$ cat src/rtl/repeat_pulse_output_timer_unit_defines.svh
// assertion macros of the repeat pulse output timer rtl, used by rpot_core
`ifndef REPEAT_PULSE_OUTPUT_TIMER_UNIT_DEFINES_SVH
`define REPEAT_PULSE_OUTPUT_TIMER_UNIT_DEFINES_SVH

`ifndef SYNTHESIS
`define RPOT_ASSERT(name, prop, msg) \
  name: assert property (@(posedge clk_i) disable iff (!rst_ni) (prop)) else $error(msg);
`define RPOT_ASSERT_NEXT(name, ante, cons, msg) \
  name: assert property (@(posedge clk_i) disable iff (!rst_ni) (ante) |=> (cons)) \
    else $error(msg);
`else
`define RPOT_ASSERT(name, prop, msg)
`define RPOT_ASSERT_NEXT(name, ante, cons, msg)
`endif

`endif

$ cat src/rtl/rpot_pkg.sv
// types and constants of the repeat pulse output timer
`timescale 1ns / 1ps
package rpot_pkg;

  localparam int unsigned TimeW   = 32;
  localparam int unsigned CountW  = 20;
  localparam int unsigned CfgIdxW = 3;
  localparam int unsigned CfgW    = 32;

  localparam logic [CountW-1:0] WRAP_MAX = CountW'(1000000);

  typedef enum logic [1:0] {
    PH_IDLE   = 2'd0,
    PH_DELAY  = 2'd1,
    PH_ACTIVE = 2'd2,
    PH_DONE   = 2'd3
  } phase_e;

  // run modes, code 3 behaves as delayed
  localparam logic [1:0] MODE_DELAYED   = 2'd0;
  localparam logic [1:0] MODE_IMMEDIATE = 2'd1;
  localparam logic [1:0] MODE_GATED     = 2'd2;

  // register indexes
  localparam logic [CfgIdxW-1:0] REG_RUN_MODE     = 3'd0;
  localparam logic [CfgIdxW-1:0] REG_INVERT       = 3'd1;
  localparam logic [CfgIdxW-1:0] REG_ON_DELAY     = 3'd2;
  localparam logic [CfgIdxW-1:0] REG_ACTIVE_TIME  = 3'd3;
  localparam logic [CfgIdxW-1:0] REG_REPEAT_LIMIT = 3'd4;

  typedef struct packed {
    logic [1:0]       run_mode;
    logic             invert_output;
    logic [TimeW-1:0] on_delay_ms;
    logic [TimeW-1:0] active_time_ms;
    logic [TimeW-1:0] repeat_limit;
  } cfg_t;

  typedef struct packed {
    logic [TimeW-1:0] now_ms;
    logic             turn_off;
    logic             turn_on;
  } item_t;

  typedef struct packed {
    logic              command_active;
    phase_e            phase;
    logic [CountW-1:0] edge_count;
    logic              edge_pulse;
    logic              reset_override;
    logic              off_seen;
    logic              on_seen;
    logic              output_level;
  } result_t;

endpackage

$ cat src/rtl/repeat_pulse_output_timer_unit.sv
// top level of the repeat pulse output timer: stream ports and pipeline registers
`timescale 1ns / 1ps
// Repeating on-delay / pulse timer for one digital output. Each input transfer is one
// scan tick (turn-on, turn-off, millisecond timestamp) and produces exactly one result
// transfer with the output level, edge information, phase and edge count. The block
// takes one tick per clock while the downstream side does not stall: a tick is captured
// in an input register, passes the phase and timer logic and lands in the result
// register, from which the result is offered. Both registers keep moving while the
// downstream side stalls only as long as a slot is free. Configuration writes take
// effect on the next edge; the user must make them only while no tick is in flight,
// and the block itself does not enforce this.
module repeat_pulse_output_timer_unit
  import rpot_pkg::*;
(
  input  logic               clk_i,
  input  logic               rst_ni,
  input  logic               cfg_we_i,
  input  logic [CfgIdxW-1:0] cfg_idx_i,
  input  logic [CfgW-1:0]    cfg_wdata_i,
  input  logic               s_axis_tvalid_i,
  output logic               s_axis_tready_o,
  // turn_on, turn_off, now_ms[31:0], zero pad
  input  logic [39:0]        s_axis_tdata_i,
  output logic               m_axis_tvalid_o,
  input  logic               m_axis_tready_i,
  // output_level, on_seen, off_seen, reset_override, edge_pulse, edge_count[19:0],
  // phase[1:0], command_active, zero pad
  output logic [31:0]        m_axis_tdata_o
);

  cfg_t    cfg;
  item_t   in_item_q;
  logic    in_valid_q;
  result_t res;
  result_t out_res_q;
  logic    out_valid_q;
  logic    out_free, step;

  rpot_cfg u_cfg (
    .clk_i       (clk_i),
    .rst_ni      (rst_ni),
    .cfg_we_i    (cfg_we_i),
    .cfg_idx_i   (cfg_idx_i),
    .cfg_wdata_i (cfg_wdata_i),
    .cfg_o       (cfg)
  );

  assign out_free        = !out_valid_q || m_axis_tready_i;
  assign step            = in_valid_q && out_free;
  assign s_axis_tready_o = !in_valid_q || step;

  always_ff @(posedge clk_i or negedge rst_ni) begin
    if (!rst_ni) begin
      in_valid_q <= 1'b0;
    end else if (s_axis_tready_o) begin
      in_valid_q <= s_axis_tvalid_i;
    end
  end

  always_ff @(posedge clk_i) begin
    if (s_axis_tready_o && s_axis_tvalid_i) begin
      in_item_q <= item_t'(s_axis_tdata_i[33:0]);
    end
  end

  rpot_core u_core (
    .clk_i  (clk_i),
    .rst_ni (rst_ni),
    .step_i (step),
    .item_i (in_item_q),
    .cfg_i  (cfg),
    .res_o  (res)
  );

  always_ff @(posedge clk_i or negedge rst_ni) begin
    if (!rst_ni) begin
      out_valid_q <= 1'b0;
    end else if (out_free) begin
      out_valid_q <= in_valid_q;
    end
  end

  always_ff @(posedge clk_i) begin
    if (step) begin
      out_res_q <= res;
    end
  end

  assign m_axis_tvalid_o = out_valid_q;
  assign m_axis_tdata_o  = {4'b0000, out_res_q};

endmodule

$ cat src/rtl/rpot_cfg.sv
// configuration registers of the repeat pulse output timer
`timescale 1ns / 1ps
module rpot_cfg
  import rpot_pkg::*;
(
  input  logic               clk_i,
  input  logic               rst_ni,
  input  logic               cfg_we_i,
  input  logic [CfgIdxW-1:0] cfg_idx_i,
  input  logic [CfgW-1:0]    cfg_wdata_i,
  output cfg_t               cfg_o
);

  cfg_t cfg_q;

  always_ff @(posedge clk_i or negedge rst_ni) begin
    if (!rst_ni) begin
      cfg_q <= '0;
    end else if (cfg_we_i) begin
      unique case (cfg_idx_i)
        REG_RUN_MODE:     cfg_q.run_mode       <= cfg_wdata_i[1:0];
        REG_INVERT:       cfg_q.invert_output  <= cfg_wdata_i[0];
        REG_ON_DELAY:     cfg_q.on_delay_ms    <= cfg_wdata_i;
        REG_ACTIVE_TIME:  cfg_q.active_time_ms <= cfg_wdata_i;
        REG_REPEAT_LIMIT: cfg_q.repeat_limit   <= cfg_wdata_i;
        default: ;
      endcase
    end
  end

  assign cfg_o = cfg_q;

endmodule

$ cat src/rtl/rpot_core.sv
// phase machine, timers and edge counter, one scan tick per step
`timescale 1ns / 1ps
`include "repeat_pulse_output_timer_unit_defines.svh"
module rpot_core
  import rpot_pkg::*;
(
  input  logic    clk_i,
  input  logic    rst_ni,
  input  logic    step_i,
  input  item_t   item_i,
  input  cfg_t    cfg_i,
  output result_t res_o
);

  phase_e            phase_q, phase_d;
  logic              cmd_q, cmd_d;
  logic [TimeW-1:0]  dstart_q, dstart_d;
  logic [TimeW-1:0]  astart_q, astart_d;
  logic [TimeW-1:0]  cycles_q, cycles_d;
  logic [CountW-1:0] rise_cnt_q, rise_cnt_d;
  logic              last_level_q, last_level_d;

  phase_e            ph1;
  logic              cmd1;
  logic [TimeW-1:0]  dstart1, astart1, cycles1, cycles_inc;
  logic [TimeW-1:0]  elapsed_d, elapsed_a;
  logic              start, gated_drop, mission, level, rise;

  always_comb begin
    // start request first, then gating, then the timers
    start   = ((phase_q == PH_IDLE) || (phase_q == PH_DONE)) && item_i.turn_on;
    ph1     = phase_q;
    cmd1    = cmd_q;
    dstart1 = dstart_q;
    astart1 = astart_q;
    cycles1 = cycles_q;
    if (start) begin
      cmd1    = 1'b1;
      cycles1 = '0;
      if (cfg_i.run_mode == MODE_IMMEDIATE) begin
        ph1     = PH_ACTIVE;
        astart1 = item_i.now_ms;
      end else begin
        ph1     = PH_DELAY;
        dstart1 = item_i.now_ms;
      end
    end

    gated_drop = (cfg_i.run_mode == MODE_GATED) && !item_i.turn_on &&
                 ((ph1 == PH_DELAY) || (ph1 == PH_ACTIVE));

    elapsed_d  = item_i.now_ms - dstart1;
    elapsed_a  = item_i.now_ms - astart1;
    cycles_inc = cycles1 + TimeW'(1);

    phase_d  = ph1;
    cmd_d    = cmd1;
    dstart_d = dstart1;
    astart_d = astart1;
    cycles_d = cycles1;
    mission  = 1'b0;
    if (ph1 == PH_DELAY) begin
      // a zero delay always passes the compare
      if (elapsed_d >= cfg_i.on_delay_ms) begin
        phase_d  = PH_ACTIVE;
        astart_d = item_i.now_ms;
        mission  = 1'b1;
      end
    end else if (ph1 == PH_ACTIVE) begin
      mission = 1'b1;
      if ((cfg_i.active_time_ms != '0) && (elapsed_a >= cfg_i.active_time_ms)) begin
        cycles_d = cycles_inc;
        mission  = 1'b0;
        if ((cfg_i.repeat_limit != '0) && (cycles_inc >= cfg_i.repeat_limit)) begin
          cmd_d   = 1'b0;
          phase_d = PH_DONE;
        end else begin
          phase_d  = PH_DELAY;
          dstart_d = item_i.now_ms;
        end
      end
    end

    level      = cfg_i.invert_output ^ mission;
    rise       = !last_level_q && level;
    rise_cnt_d = rise_cnt_q;
    if (rise) begin
      rise_cnt_d = (rise_cnt_q >= WRAP_MAX) ? '0 : rise_cnt_q + CountW'(1);
    end
    last_level_d = level;

    if (item_i.turn_off || gated_drop) begin
      phase_d      = PH_IDLE;
      cmd_d        = 1'b0;
      dstart_d     = '0;
      astart_d     = '0;
      cycles_d     = '0;
      level        = cfg_i.invert_output;
      rise         = 1'b0;
      last_level_d = cfg_i.invert_output;
      rise_cnt_d   = item_i.turn_off ? '0 : rise_cnt_q;
    end

    res_o.output_level   = level;
    res_o.on_seen        = item_i.turn_on;
    res_o.off_seen       = item_i.turn_off;
    res_o.reset_override = item_i.turn_on && item_i.turn_off;
    res_o.edge_pulse     = rise;
    res_o.edge_count     = rise_cnt_d;
    res_o.phase          = phase_d;
    res_o.command_active = cmd_d;
  end

  always_ff @(posedge clk_i or negedge rst_ni) begin
    if (!rst_ni) begin
      phase_q      <= PH_IDLE;
      cmd_q        <= 1'b0;
      dstart_q     <= '0;
      astart_q     <= '0;
      cycles_q     <= '0;
      rise_cnt_q   <= '0;
      last_level_q <= 1'b0;
    end else if (step_i) begin
      phase_q      <= phase_d;
      cmd_q        <= cmd_d;
      dstart_q     <= dstart_d;
      astart_q     <= astart_d;
      cycles_q     <= cycles_d;
      rise_cnt_q   <= rise_cnt_d;
      last_level_q <= last_level_d;
    end
  end

  `RPOT_ASSERT(a_cmd_matches_phase,
    cmd_q == ((phase_q == PH_DELAY) || (phase_q == PH_ACTIVE)),
    "command flag out of step with phase")
  `RPOT_ASSERT(a_count_in_range, rise_cnt_q <= WRAP_MAX, "edge count beyond wrap value")
  `RPOT_ASSERT_NEXT(a_off_clears, step_i && item_i.turn_off,
    (phase_q == PH_IDLE) && (rise_cnt_q == '0) && !cmd_q,
    "turn-off did not clear the block")
  `RPOT_ASSERT_NEXT(a_rise_counts, step_i && res_o.edge_pulse,
    last_level_q && (rise_cnt_q != $past(rise_cnt_q)),
    "rising edge not recorded")

endmodule

$ cat config.mk
export PLATFORM = sky130hd
export DESIGN_NAME = repeat_pulse_output_timer_unit
export DESIGN_NICKNAME = d
export VERILOG_FILES = /design/src/rtl/rpot_pkg.sv /design/src/rtl/repeat_pulse_output_timer_unit.sv /design/src/rtl/rpot_cfg.sv /design/src/rtl/rpot_core.sv
export VERILOG_INCLUDE_DIRS = /design/src /design/src/rtl
export SDC_FILE = /design/constraint.sdc
export NUM_CORES = 1
export LEC_CHECK = 0
export BUFFER_PORTS_ARGS = -buffer_cell sky130_fd_sc_hd__clkbuf_2
export CORE_MARGIN = 2
export CORE_UTILIZATION = 35
export DETAILED_ROUTE_END_ITERATION = 16
export SLEW_MARGIN = 20
export SYNTH_ARGS = -nofsm -noshare
export SYNTH_HDL_FRONTEND = slang
export SYNTH_SLANG_ARGS = --single-unit
$ cat constraint.sdc
create_clock -name clk_i -period 16.16 [get_ports clk_i]
set_input_delay 2.424 -clock clk_i [delete_from_list [all_inputs] [get_ports clk_i]]
set_output_delay 2.424 -clock clk_i [all_outputs]
set_load 0.02 [all_outputs]
* Word level (Yosys, flattened, before mapping)
Cells that the tools add are included.
** Storage, ports and cells
- Bits in registers :: 283
- Latch bits :: 0
- Bits of input ports :: 80
- Memories :: 0
- Word-level logic and storage cells :: 110
- Bits in read-only memories :: 0
- Output and inout port bits :: 34
- Bits in writable memories :: 0
** Cells by class
- Equality and inequality tests :: 9
- Magnitude comparators :: 4
- Multiplexer cells :: 40
- Add/sub/neg operators :: 4
- Divide/modulo/power cells :: 0
- Bitwise gates (word level) :: 1
- Shifts and indexed selects :: 0
- Reductions and logical operators :: 27
- $mul :: 0
** Operators with widths (count)
- 32-bit two-way mux :: 17
- 32-bit greater-or-equal comparator :: 3
- 20-bit two-way mux :: 4
- 32-bit nonzero test :: 2
- 32-bit subtractor :: 2
- 32-bit by 1-bit adder with 32-bit output (second input constant) :: 1
- 20-bit by 1-bit adder with 20-bit output (second input constant) :: 1
- 20-bit greater-or-equal comparator (second input constant) :: 1
- 2-bit two-way mux :: 8
- 1-bit two-way mux :: 11
- 2-bit AND reduction :: 5
- 1-bit logical AND :: 9
- 2-bit equality test (second input constant) :: 3
- 3-bit by 2-bit equality test with 1-bit output (second input constant) :: 2
- 1-bit logical OR :: 5
- 2-bit by 1-bit equality test with 1-bit output (second input constant) :: 2
- 1-bit zero test :: 4
- 3-bit by 1-bit equality test with 1-bit output (second input constant) :: 1
- 3-bit equality test (second input constant) :: 1
- 3-bit zero test :: 1
- 2-bit zero test :: 1
- 1-bit bitwise XOR :: 1

* Logic depth before layout (Yosys ltp)
Gate-level depths: netlist (run 1).
- Depth in word-level cells :: 14
- Gate-level depth with buffers :: 29
- Mapped depth without buffers :: 26

* Modules after synthesis
Synthesis (run 1) repeated with hierarchy kept, for this count alone.
** Unflattened totals
- Cell total of the unflattened synthesis :: 1758
- Area, all modules :: 18081.1 µm²
** Modules (own cells, without submodules)
- rpot_core :: seq. area each 3002.9 µm², cells each 1469, area each 12333.1 µm², instances 1
- rpot_cfg :: seq. area each 2477.4 µm², cells each 214, area each 3748.6 µm², instances 1
- repeat_pulse_output_timer_unit :: seq. area each 1911.8 µm², cells each 75, area each 1999.4 µm², instances 1

* Least setup slack after synthesis (run 1)
Ideal clock, no wire load.
- Kind :: reg2reg
- From :: register u_core.phase_q[0]
- To :: register u_core.rise_cnt_q[10]
- Data required time :: 16.021 ns
- Cell stages (with the launch flop) :: 24
- Slack :: 9.981 ns
- Arrival :: 6.040 ns
- Path buffers :: 2
- Library setup time :: 0.139 ns
- Clock period less this slack :: 6.179 ns
- Cells stage by stage :: dfrtp_1 -> xor2_1 -> nor2_1 -> nand2_1 -> buf_1 -> mux2i_1 -> ha_1 -> and4_1 -> and2_1 -> a22o_1 -> or3_1 -> o31ai_1 -> a21o_1 -> o21ai_0 -> o311ai_0 -> ha_1 -> a211oi_1 -> o21ai_0 -> o311ai_0 -> o21ai_1 -> or3_1 -> clkbuf_1 -> a211oi_1 -> o22ai_1
** On the way
- Word-level cells in the longest chain between the ends :: 14
- Elaborated cells on any way between the ends :: 25
- Those cells by class :: 2 x add/sub; 2 x order compare; 3 x eq/ne; 9 x mux; 1 x bitwise; 8 x reduce/logical
** Ends and longest elaborated chain
- start: declaration :: line rpot_core.sv:15 : phase_e phase_q, phase_d;
- start signal: assignment :: line rpot_core.sv:124 : phase_q <= phase_d;
- 2-bit equality test or 2-bit zero test (tied branches) :: line rpot_core.sv:31 : start = ((phase_q == PH_IDLE) || (phase_q == PH_DONE)) && item_i.turn_on;
- 1-bit logical OR :: line rpot_core.sv:31
- 1-bit logical AND :: line rpot_core.sv:31
- 32-bit two-way mux :: line rpot_core.sv:37 : if (start) begin
- 32-bit subtractor :: line rpot_core.sv:53 : elapsed_a = item_i.now_ms - astart1;
- 32-bit greater-or-equal comparator :: line rpot_core.sv:71 : if ((cfg_i.active_time_ms != '0) && (elapsed_a >= cfg_i.active_time_ms)) begin
- 1-bit logical AND :: line rpot_core.sv:71
- 1-bit two-way mux :: line rpot_core.sv:71
- 1-bit two-way mux :: line rpot_core.sv:69 : end else if (ph1 == PH_ACTIVE) begin
- 1-bit two-way mux :: line rpot_core.sv:62 : if (ph1 == PH_DELAY) begin
- 1-bit bitwise XOR :: line rpot_core.sv:84 : level = cfg_i.invert_output ^ mission;
- 1-bit logical AND :: line rpot_core.sv:85 : rise = !last_level_q && level;
- 20-bit two-way mux :: line rpot_core.sv:87 : if (rise) begin
- 20-bit two-way mux (*) :: line rpot_core.sv:92 : if (item_i.turn_off || gated_drop) begin
- end signal: assignment :: line rpot_core.sv:129 : rise_cnt_q <= rise_cnt_d;
- end: declaration :: line rpot_core.sv:20 : logic [CountW-1:0] rise_cnt_q, rise_cnt_d;
Mark *: on every way between the ends. The rest lies on a longest branch, timed or not.
A chain may end at the register's enable or synchronous reset.

* Worst setup path after layout (run 1)
- From :: register in_item_q[0] (netlist name)
- To :: register u_core.dstart_q[22]
** On the way
- Word-level cells in the longest chain between the ends :: 10
- Elaborated cells on any way between the ends :: 23
- Those cells by class :: 2 x add/sub; 2 x order compare; 2 x eq/ne; 9 x mux; 8 x reduce/logical
** Ends and longest elaborated chain
- start: declaration :: line repeat_pulse_output_timer_unit.sv:32 : item_t in_item_q;
- start signal: assignment :: line repeat_pulse_output_timer_unit.sv:62 : in_item_q <= item_t'(s_axis_tdata_i[33:0]);
- 1-bit logical AND :: line rpot_core.sv:31
- 32-bit two-way mux :: line rpot_core.sv:37
- 32-bit by 1-bit adder with 32-bit output :: line rpot_core.sv:54 : cycles_inc = cycles1 + TimeW'(1);
- 32-bit greater-or-equal comparator :: line rpot_core.sv:74 : if ((cfg_i.repeat_limit != '0) && (cycles_inc >= cfg_i.repeat_limit)) begin
- 1-bit logical AND :: line rpot_core.sv:74
- 32-bit two-way mux :: line rpot_core.sv:74
- 32-bit two-way mux :: line rpot_core.sv:71
- 32-bit two-way mux :: line rpot_core.sv:69
- 32-bit two-way mux :: line rpot_core.sv:62
- 32-bit two-way mux (*) :: line rpot_core.sv:92
- end signal: assignment :: line rpot_core.sv:126 : dstart_q <= dstart_d;
- end: declaration :: line rpot_core.sv:17 : logic [TimeW-1:0] dstart_q, dstart_d;
Marks and branches as above.

==> results of run 1 <==
-- state kept, by name, indices dropped and copies added, names as in the netlist --
name	count
in_item_q	34
in_valid_q	1
m_axis_tdata_o	28
m_axis_tvalid_o	1
u_cfg.cfg_o	99
u_core.astart_q	32
u_core.cmd_q	1
u_core.cycles_q	32
u_core.dstart_q	32
u_core.last_level_q	1
u_core.phase_q	2
u_core.rise_cnt_q	20
-- layer usage --
metal | up-vias | global-route usage (%) | routed length [um]
met5 | - | 0 | 0
met2 | 342 | 29.80 | 23070
met1 | 7259 | 25.21 | 23160
met3 | 70 | 2.820 | 2269
li1 | 7308 | - | -
met4 | 0 | 5.261 | 1152
-- logic make-up after synthesis --
kind of cell	count (synthesis)
compound gates	566
simple gates	549
flops	283
buf+inv	208
fa+ha+maj	165
mux	97
xor+xnor	76
other cells	1
-- area by class of cell --
type	instances	area [um2]	area share (%)
multi-input cells	1457	10290	49.36
flip-flops and latches	283	7392	35.44
well taps	688	860.8	4.127
clock inverters	20	146.4	0.7019
repair buffers	120	664.4	3.185
inverters	130	488.0	2.340
clock buffers	46	1011	4.847
-- power by group --
group | switching [W] | internal [W]
logic | 0.00103 | 0.000723
clock network | 0.000330 | 0.000462
registers | 0.000108 | 0.000889
total | 0.00147 | 0.00207
-- final timing paths --
path                                                      start                               to  slack (ps)  depth (start not counted)
worst min register to register  u_core.astart_q[10]$_DFFE_PN0P_  u_core.astart_q[10]$_DFFE_PN0P_         500                          1
max in group asynchronous                                rst_ni       u_cfg.cfg_o[0]$_DFFE_PN0P_       12270                          3
worst min-delay path            u_core.astart_q[10]$_DFFE_PN0P_  u_core.astart_q[10]$_DFFE_PN0P_         500                          1
min in group asynchronous                                rst_ni   u_core.astart_q[6]$_DFFE_PN0P_        1850                          1
worst max-delay path                     in_item_q[0]$_DFFE_PP_  u_core.dstart_q[22]$_DFFE_PN0P_        8140                         28
worst max register to register           in_item_q[0]$_DFFE_PP_  u_core.dstart_q[22]$_DFFE_PN0P_        8140                         28
-- layout by cell type (no fill, tap or decap), types with 17 or more instances in the layout --
cell and instances:
and2_1 17, inv_1 130, o211ai_1 20, nor2_1 98, o31ai_1 21, o21ai_0 158, clkbuf_2 102, a22o_1 73
a21oi_1 108, ha_1 163, edfxtp_1 62, xnor2_1 58, a21o_1 53, nand2_1 186, nand4_1 33, mux2_2 38
nor3_1 31, clkbuf_16 38, nor4_1 24, dfrtp_1 221, and3_1 17, mux2i_1 59, o21a_1 21, nor2b_1 21
xor2_1 18, nand3_1 45
-- worst max-delay path: cells and delay by family (launching register included) --
family                   cells  cell delay (ps)
adder cells (fa/ha/maj)      2              540
flip-flops                   1              650
AND/OR/NAND/NOR              5             1090
AO/OA/AOI/OAI               17             4830
buffers and inverters        4              760
-- through the flow --
stage	utilization, %	std cells	hold WS, ps	power, W
floorplan	-	1948	424.4	0.002268
global placement	37.60	2677	470.6	0.002696
detailed placement	37.60	2677	477.0	0.002750
CTS	39.81	2743	500.6	0.003570
global route	39.85	2744	514.3	0.003834
finish	39.85	2744	499.6	0.003546
==> run_results.csv, run 1 <==
group,metric,value,unit
layout,fin_nets,2273,
global_routing,grt_pass1_wl,79630,um
logic_synthesis,muxShareOfSynthArea,5.525,%
floorplan,core_area,52340,um2
clock_tree,cts_resized,0,
floorplan,initial_core_util,35.22,%
critical_path,cp_max_fo,35,
place,hpwl,36080,um
logic_synthesis,synthCells,1945,
place,gp_congestion,0.8608,
routing,drt_iter0_drc,1274,
timing,worst_pin_slew,1039,ps
logic_synthesis,netlist_area,18430,um2
logic_synthesis,synth_top_family_by_area,"compound AO/OA/AOI/OAI gates",
critical_path,cp_slowest_cell,"o21ai_4",
critical_path,cpPeakStageDelay,870,ps
timing,worst_slack,8135,ps
floorplan,die_y,233.5,um
timing,finClkSkew,25.71,ps
clock_tree,cts_tree,"done",
global_routing,grt_usage,18.33,%
timing,final.setup.tns,0,ps
floorplan,fp-row-count,84,
timing,timing.fmax,0.1246,GHz
logic_synthesis,yosysMostFrequentCell,"dfrtp_1",
layout,fillCellCount,5226,
layout,final_cell_area,20860,um2
critical_path,end_kind,"flop",
routing,vias,14979,
critical_path,cp.required,16640,ps
logic_synthesis,ys_async_sr_fraction,78.09,%
clock_tree,clk_pin_slew,60,ps
global_routing,antenna_found_initial,0,
layout,synthToLayoutAreaGrowth,13.16,%
logic_synthesis,synth.avg_cell_area,9.477,um2
clock_tree,root_buffer,"clkbuf_16",
global_routing,grt_pass1_vias,14657,
pwr,pwr_density_cell,170.0,nW/um2
global_routing,grt_max_degree,78,
job,cap_violations,0,
place,place_ws,8164,ps
place,port_buffers,103,
pwr,ir_drop,0.06152,mV
logic_synthesis,synth-edff-count,62,
timing,rsz0062_at_grt,"no",
global_routing,gr-total-overflow,0,
routing,via_per_inst,5.459,
routing,ant_nets,0,
logic_synthesis,yosys.area_share.adder,11.28,%
logic_synthesis,synthSimpleGateAreaFrac,14.68,%
layout,drive_gt1_share,12.01,%
clock_tree,cts_hold_buffers,0,
timing,layout_worst_path_cycle_share,49.66,%
critical_path,cp.arrival,8500,ps
logic_synthesis,synth_commonest_cells,"221 x dfrtp_1, 188 x nand2_1, 163 x ha_1",
routing,drt-wirelength-per-cell,18.09,um
place,place_area,19680,um2
timing,setup_violations,0,
floorplan,die_w,233.5,um
timing,slew_viol_final,0,
logic_synthesis,synth-seq-cells,283,
logic_synthesis,yosys-top-cells-area,"dfrtp_1 30%, ha_1 11%, edfxtp_1 10%",
critical_path,worstSetupPathType,"reg -> reg",
floorplan,die_area,54520,um2
logic_synthesis,yosys.area.top_type,"dfrtp_1",
pwr,total_leakage_power,9.471,nW
clock_tree,cts.path.max_buffers,3,
logic_synthesis,ys.flop_type,"dfrtp_1",
hold_path,min_path_type,"reg -> reg",
clock_tree,cts_setup_buffers,0,
clock_tree,clk_latency,560,ps
timing,period_minus_slack,8025,ps
clock_tree,cts.sinks,283,
routing,routed_wl,49650,um
clock_tree,htree_levels,2,
logic_synthesis,yosys.cell_types.count,73,
critical_path,cp-start-kind,"flop",
layout,antenna_cells,0,
routing,drt_first_pass_iters,5,
floorplan,io_pins,114,
logic_synthesis,yosysWarnings,0,
logic_synthesis,synth_top_area_share,30.00,%
clock_tree,numCtsBuffers,36,
logic_synthesis,synth_compound_area_share,20.42,%
logic_synthesis,synth-xor-area-share,3.611,%
timing,slew_headroom,30.45,%
routing,drcViolationCount,0,
logic_synthesis,ys_seq_area_share,40.10,%
timing,hold_viol,0,
run_status,outcome,"complete, no violations",
(Power assumes the default switching activity.)
==> inputs of run 2 (changes only) <==
- clock period: 16.16 -> 8.4 ns (I/O delays scaled with it)
==> run 2 against run 1 <==
  * Sequential cell count unchanged
  * Non-clock buffer count up 13
  * Sequential power up 93%
  * Critical path depth decreased by 3
==> run_results.csv, run 2 (synthesis results as in run 1) <==
group,metric,value,unit
global_routing,grt_usage,18.26,%
layout,layoutNonFillerInstCount,2753,
timing,setup_violations,0,
clock_tree,cts_setup_buffers,0,
critical_path,end_kind,"flop",
place,hpwl,36300,um
place,dp.cells,2690,
floorplan,core_area,52340,um2
global_routing,grt_pass1_wl,78890,um
timing,worst_slack,845.2,ps
routing,routed_wl,49750,um
timing,worst_pin_slew,972.1,ps
floorplan,initial_core_util,35.22,%
timing,rsz0062_at_grt,"no",
critical_path,cp.required,8770,ps
critical_path,cp_max_fo,11,
critical_path,cp-start-kind,"flop",
clock_tree,numCtsBuffers,34,
global_routing,antenna_found_initial,0,
place,place_ws,885.5,ps
timing,final.setup.tns,0,ps
clock_tree,clk_latency,560,ps
floorplan,fp-row-count,84,
timing,slew_viol_final,0,
place,port_buffers,103,
layout,synthToLayoutAreaGrowth,13.75,%
clock_tree,cts_tree,"done",
global_routing,gr-total-overflow,0,
pwr,total_leakage_power,9.527,nW
timing,layout_worst_path_cycle_share,89.94,%
global_routing,grt_max_degree,79,
routing,ant_nets,0,
place,gp_congestion,0.8523,
floorplan,die_area,54520,um2
routing,drt_iter0_drc,1174,
layout,largest_reg_flops,99,
timing,hold_viol,0,
layout,fillCellCount,5134,
clock_tree,clk_pin_slew,60,ps
floorplan,io_pins,114,
hold_path,min_path_type,"reg -> reg",
critical_path,worstSetupPathType,"reg -> reg",
critical_path,r2r_slack,850,ps
routing,drt_first_pass_iters,5,
clock_tree,cts_resized,0,
run_status,outcome,"complete, no violations",
timing,timing.fmax,0.1324,GHz
layout,final_cell_mix,"221 x dfrtp_1, 186 x nand2_1, 163 x ha_1, 158 x o21ai_0, 130 x inv_1",
global_routing,grt_pass1_vias,14553,
routing,drcViolationCount,0,
clock_tree,root_buffer,"clkbuf_16",
pwr,ir_drop,0.1584,mV
routing,vias,14924,
layout,fin_nets,2284,
job,cap_violations,0,
timing,period_minus_slack,7555,ps
floorplan,die_y,233.5,um
layout,antenna_cells,0,
pwr,pwr_density_cell,328.2,nW/um2
clock_tree,htree_levels,2,
layout,mostFrequentLayoutCell,"dfrtp_1",
clock_tree,cts.path.max_buffers,3,
critical_path,cp.arrival,7920,ps
routing,drt-wirelength-per-cell,18.07,um
clock_tree,cts.sinks,283,
timing,finClkSkew,32.59,ps
clock_tree,cts_hold_buffers,0,
routing,via_per_inst,5.421,
timing,slew_headroom,35.19,%
layout,drive_gt1_share,12.35,%
floorplan,die_w,233.5,um
[run 2: cell types whose count changed in the layout (fill, tap and decap cells not counted), sizes merged]
cell / delta
clkbuf: +1
bufinv: +2
clkinv: -8
inv: -1
clkinvlp: +2
buf: +13
[run 2: worst paths after layout]
path / cells past startpoint / endpoint / start
worst max-delay path: 25 / m_axis_tdata_o[16]$_DFFE_PP_ / u_core.phase_q[0]$_DFFE_PN0P_
worst min-delay path: 1 / m_axis_tvalid_o$_DFFE_PN0P_ / in_valid_q$_DFFE_PN0N_
worst max register to register: 25 / m_axis_tdata_o[16]$_DFFE_PP_ / u_core.phase_q[0]$_DFFE_PN0P_
worst min register to register: 1 / m_axis_tvalid_o$_DFFE_PN0P_ / in_valid_q$_DFFE_PN0N_
max in group asynchronous: 2 / u_core.cycles_q[10]$_DFFE_PN0P_ / rst_ni
min in group asynchronous: 1 / u_core.astart_q[6]$_DFFE_PN0P_ / rst_ni
[run 2: layout make-up]
class | instances | area [um2] | area share (%)
Clock inverter | 15 | 187.7 | 0.8951
Sequential cell | 283 | 7392 | 35.25
Inverter | 130 | 488.0 | 2.327
Clock buffer | 47 | 993.5 | 4.738
Timing Repair Buffer | 133 | 767.0 | 3.658
Tap cell | 688 | 860.8 | 4.106
Multi-Input combinational cell | 1457 | 10280 | 49.02
[run 2: stage by stage]
stage / power (W) / area [um2] / utilization (%) / hold slack (ps)
finish: 0.006882 / 20970 / 40.06 / 493.8
global route: 0.007421 / 20970 / 40.06 / 507.9
CTS: 0.006921 / 20940 / 40.01 / 499.0
detailed placement: 0.005323 / 19760 / 37.76 / 482.3
global placement: 0.005219 / 19760 / 37.76 / 473.1
floorplan: 0.004363 / 18440 / - / 424.4
[run 2: worst max-delay path, stage by stage, from the launching register on]
cell,delay (ps)
dfrtp_1,440
xor2_1,240
nor2_1,400
nand2_2,350
nand2_1,150
o21ai_0,90
ha_1,230
fa_1,400
nor2b_1,140
o21a_1,150
o21ai_0,150
a21oi_1,320
o21ai_0,220
a211o_1,350
a211oi_1,470
or2_2,210
o311ai_0,190
ha_1,340
and4_1,200
nand3_1,130
nor3_1,80
o311ai_0,410
o21ai_1,390
nor3_2,830
o311ai_0,320
o31ai_1,150
[run 2: report_power, final]
group,internal [W],total (W),switching (W)
clock network,0.000930,0.00155,0.000621
registers,0.00171,0.00192,0.000210
logic,0.00141,0.00341,0.00200
total,0.00405,0.00688,0.00283
[run 2: layer usage]
metal	routed length (um)	vias up	share of wire (%)	GRT usage [%]
met2	22950	317	46	29.63
met4	1487	0	3.0	6.131
met3	2122	71	4.3	2.820
met5	0	-	0	0
met1	23190	7185	47	24.80
li1	-	7351	-	-
